<file path="config.mk">
export PLATFORM = sky130hd
export DESIGN_NAME = epfs_ram
export DESIGN_NICKNAME = d
export VERILOG_FILES = /design/src/sv/epfs_ram.sv
export SDC_FILE = /design/constraint.sdc
export NUM_CORES = 2
export LEC_CHECK = 0
export ABC_CLOCK_PERIOD_IN_PS = 2700
export BUFFER_PORTS_ARGS = -buffer_cell sky130_fd_sc_hd__buf_4
export CORE_MARGIN = 1
export CORE_UTILIZATION = 39
export CTS_CLUSTER_DIAMETER = 100
export DETAILED_ROUTE_END_ITERATION = 12
export HOLD_SLACK_MARGIN = 0.03
export PLACE_DENSITY = 0.6
export SETUP_SLACK_MARGIN = 0.2
export SYNTH_ARGS = -nofsm -noshare
export SYNTH_HDL_FRONTEND = slang
export SYNTH_SLANG_ARGS = --single-unit
</file>
<file path="constraint.sdc">
create_clock -name aclk -period 2.7 [get_ports aclk]
set_clock_uncertainty 0.2 [all_clocks]
set_input_delay 0.135 -clock aclk [delete_from_list [all_inputs] [get_ports aclk]]
set_output_delay 0.135 -clock aclk [all_outputs]
set_load 0.1 [all_outputs]
</file>
<file path="src/sv/epfs_ram.sv">
// Generic simple dual-port RAM with one write port and one registered read port.
module epfs_ram #(
    parameter int WIDTH = 8,
    parameter int DEPTH = 256
) (
    input  logic                     aclk,
    input  logic                     we,
    input  logic [$clog2(DEPTH)-1:0] waddr,
    input  logic [WIDTH-1:0]         wdata,
    input  logic                     re,
    input  logic [$clog2(DEPTH)-1:0] raddr,
    output logic [WIDTH-1:0]         rdata
);

    logic [WIDTH-1:0] mem [DEPTH];

    always_ff @(posedge aclk) begin
        if (we) begin
            mem[waddr] <= wdata;
        end
        if (re) begin
            rdata <= mem[raddr];
        end
    end

endmodule

</file>
==> results.sh <==
export IMPL_yosys_cell_types_count=54
export IMPL_syn_inst=3733
export IMPL_dpl_hpwl_mm=131.7
export IMPL_leakagePower_nw=30.57
export IMPL_io_buffers=34
export IMPL_hold_path_depth=2
export IMPL_placed_cells=6863
export IMPL_max_cap_violations=0
export IMPL_max_slew_margin=0.3879
export IMPL_cts_tree="yes"
export IMPL_required_ps=3070
export IMPL_wl_per_cell_um=28.33
export IMPL_drc_errors=0
export IMPL_htree_levels=4
export IMPL_vias=40930
export IMPL_synth_common_cells="2,056 x edfxtp_1, 454 x mux4_2, 282 x nor2_1"
export IMPL_ys_flop_type="edfxtp_1"
export IMPL_grt_pass1_wl_mm=298.6
export IMPL_ys_top_cells_by_area="edfxtp_1 78%, mux4_2 13%, mux2i_1 1.7%"
export IMPL_antenna_left=0
export IMPL_hold_end="mem[75][1]$_DFFE_PP_"
export IMPL_die_y_um=453.9
export IMPL_place_area_um2=87770
export IMPL_p_per_area_nw_per_um2=704.8
export IMPL_grt_pass1_vias=41490
export IMPL_die_area_um2=206000
export IMPL_start_kind="flop"
export IMPL_cts_sinks=2056
export IMPL_layoutNonFillerInstCount=7290
export IMPL_max_clock_freq_ghz=0.3867
export IMPL_ys_seq_area_frac=0.7753
export IMPL_synth_top_area_cell="edfxtp_1"
export IMPL_worst_pin_slew_ps=914.8
export IMPL_endpoint_kind="flop"
export IMPL_area_delta_synth_final_pct=19.51
export IMPL_gp_congestion=0.8531
export IMPL_hp_class="input port to flop"
export IMPL_path_clk_slew_ps=60
export IMPL_cp_max_fo=1
export IMPL_final_max_slew_viol_count=0
export IMPL_synthArstFlopShare=0
export IMPL_synth_fp_nets=3760
export IMPL_nets=4466
export IMPL_initial_core_util=0.3932
export IMPL_netlist_area_um2=79640
export IMPL_reg2regPathDepth=8
export IMPL_fillCellCount=16590
export IMPL_clk_path_buf_depth=3
export IMPL_insertion_delay_ps=830
export IMPL_synth_edf_count=2056
export IMPL_post_cts_buffers=0
export IMPL_fin_tns_setup_ps=0
export IMPL_drt_pre_antenna_iters=5
export IMPL_fin_crit_ps=2586
export IMPL_power_total_mw=67.08
export IMPL_io_pins=35
export IMPL_timing_rr_end="rdata[6]$_DFFE_PP_"
export IMPL_r2r_slack_ps=110
export IMPL_yosys_warnings=0
export IMPL_regToRegStartpoint="mem[82][6]$_DFFE_PP_"
export IMPL_routed_wl_mm=206.6
export IMPL_vias_per_cell=5.615
export IMPL_period_share=0.9578
export IMPL_syn_area_per_cell_um2=21.33
export IMPL_ir_drop_uv=681.4
export IMPL_min_from="wdata[1]"
export IMPL_ctsRootBufferMaster="clkbuf_16"
export IMPL_drtIter0Drc=4325
export IMPL_status="completed"
export IMPL_final_cell_area_um2=95170
export IMPL_antenna_found_initial=9
export IMPL_drive_gt1_frac=0.3239
export IMPL_setup_viol=0
export IMPL_grt_util_all_layers=0.2017
export IMPL_grt_max_degree=103
export IMPL_grt_overflow_total=0
export IMPL_rsz0062_at_grt="yes"
export IMPL_synth_top_area_share=0.7753
export IMPL_die_w_um=453.9
export IMPL_synth_seq_cells=2056
export IMPL_coreArea_um2=202500
export IMPL_rows=165
export IMPL_hold_violations=0
export IMPL_worst_setup_path_type="flop to flop"
export IMPL_cts_buffers=209
export IMPL_synth_most_common_cell="edfxtp_1"
export IMPL_critPathArrivalTime_ps=2960
export IMPL_fin_util=0.4699
power breakdown:
part           switching, mW  total [mW]  internal (mW)
registers             0.0470        35.2           35.2
clock network           12.0        27.9           15.9
logic                   2.38        3.94           1.56
total                   14.5        67.1           52.6
cells by family (layout without fill, tap and decap cells):
group | Yosys count | count (layout) | share of synthesized area
other | 0 | 5 | 0
buffers and inverters | 235 | 1115 | 0.01829
AOI/OAI and AO/OA | 385 | 385 | 0.03416
and+or+nand+nor | 466 | 466 | 0.02625
DFF | 2056 | 2056 | 0.7753
muxes | 591 | 591 | 0.1460
repair_timing:
item                       4_1_cts  5_1_grt
resized for setup               48       28
hold buffers                    38        0
pin swaps                       22       22
setup endpoints to repair        8       19
hold endpoints to repair      3043        0
per-stage QoR:
| step | setup WS (ps) | hold slack (ps) |
|---|---|---|
| floorplan | 288.9 | 33.87 |
| global placement | -1090 | 336.1 |
| detailed placement | -925.4 | 342.4 |
| CTS | 81.34 | 64.46 |
| global route | 62.52 | 84.28 |
| finish | 113.9 | 108.4 |
layout make-up:
cell class                      count  area (um^2)  area share
Antenna cell                        5        12.51   0.0001315
Clock buffer                      262         5514     0.05794
Clock inverter                    123         1047     0.01100
Inverter                            2        7.507  0.00007888
Multi-Input combinational cell   1442        16930      0.1779
Sequential cell                  2056        61740      0.6487
Tap cell                         2672         3343     0.03513
Timing Repair Buffer              728         6574     0.06907
layout by cell type, fill, tap and decap left out, types with 6 or more instances in the layout:
cell           count
edfxtp_1        2056
buf_4            603
mux4_2           455
nor2_1           274
clkbuf_16        213
mux2i_1          134
a22oi_1          132
a21oi_1           96
buf_12            74
clkinv_1          55
clkbuf_1          49
o221ai_1          44
dlygate4sd3_1     37
nand3_1           34
nand2_1           33
clkinv_2          32
o22ai_1           28
nor2b_1           27
bufinv_16         15
nor3_1            13
a211oi_1          12
nor4_1            11
nand4_1           10
nor4_2            10
o211ai_1          10
o21ai_0           10
buf_8             10
nor2_4             8
nand2b_1           8
a221oi_1           7
and2_1             6
nor3_2             6
nor4_4             6
a22o_1             6
inv_6              6
clkinvlp_4         6
registers in the layout (all words and copies together), names as in the netlist:
name	cells
mem	2048
rdata	8
layer usage:
metal,up-vias,global-route usage,wire length [um]
met2,1676,0.3256,99980
met3,340,0.03423,15410
met5,-,0,13
li1,17170,-,-
met1,21750,0.2798,84470
met4,2,0.06266,6678
worst max-delay path, stage by stage (launching register included):
cell,delay (ps)
edfxtp_1,360
mux4_2,500
a22o_4,290
a221oi_4,220
buf_6,170
o32ai_4,80
nor3_2,250
buf_6,190
nor4_4,40
how the worst max path moves through the flow:
stage | slack, ps | start | end
finish | 110 | mem[82][6]$_DFFE_PP_ | rdata[6]$_DFFE_PP_
global route | 60 | mem[82][6]$_DFFE_PP_ | rdata[6]$_DFFE_PP_
CTS | 80 | mem[134][7]$_DFFE_PP_ | rdata[7]$_DFFE_PP_
detailed placement | -930 | raddr[0] | rdata[6]$_DFFE_PP_
global placement | -1090 | raddr[0] | rdata[3]$_DFFE_PP_
floorplan | 290 | raddr[0] | rdata[2]$_DFFE_PP_
Note: power is estimated with default switching activity, not from simulation.
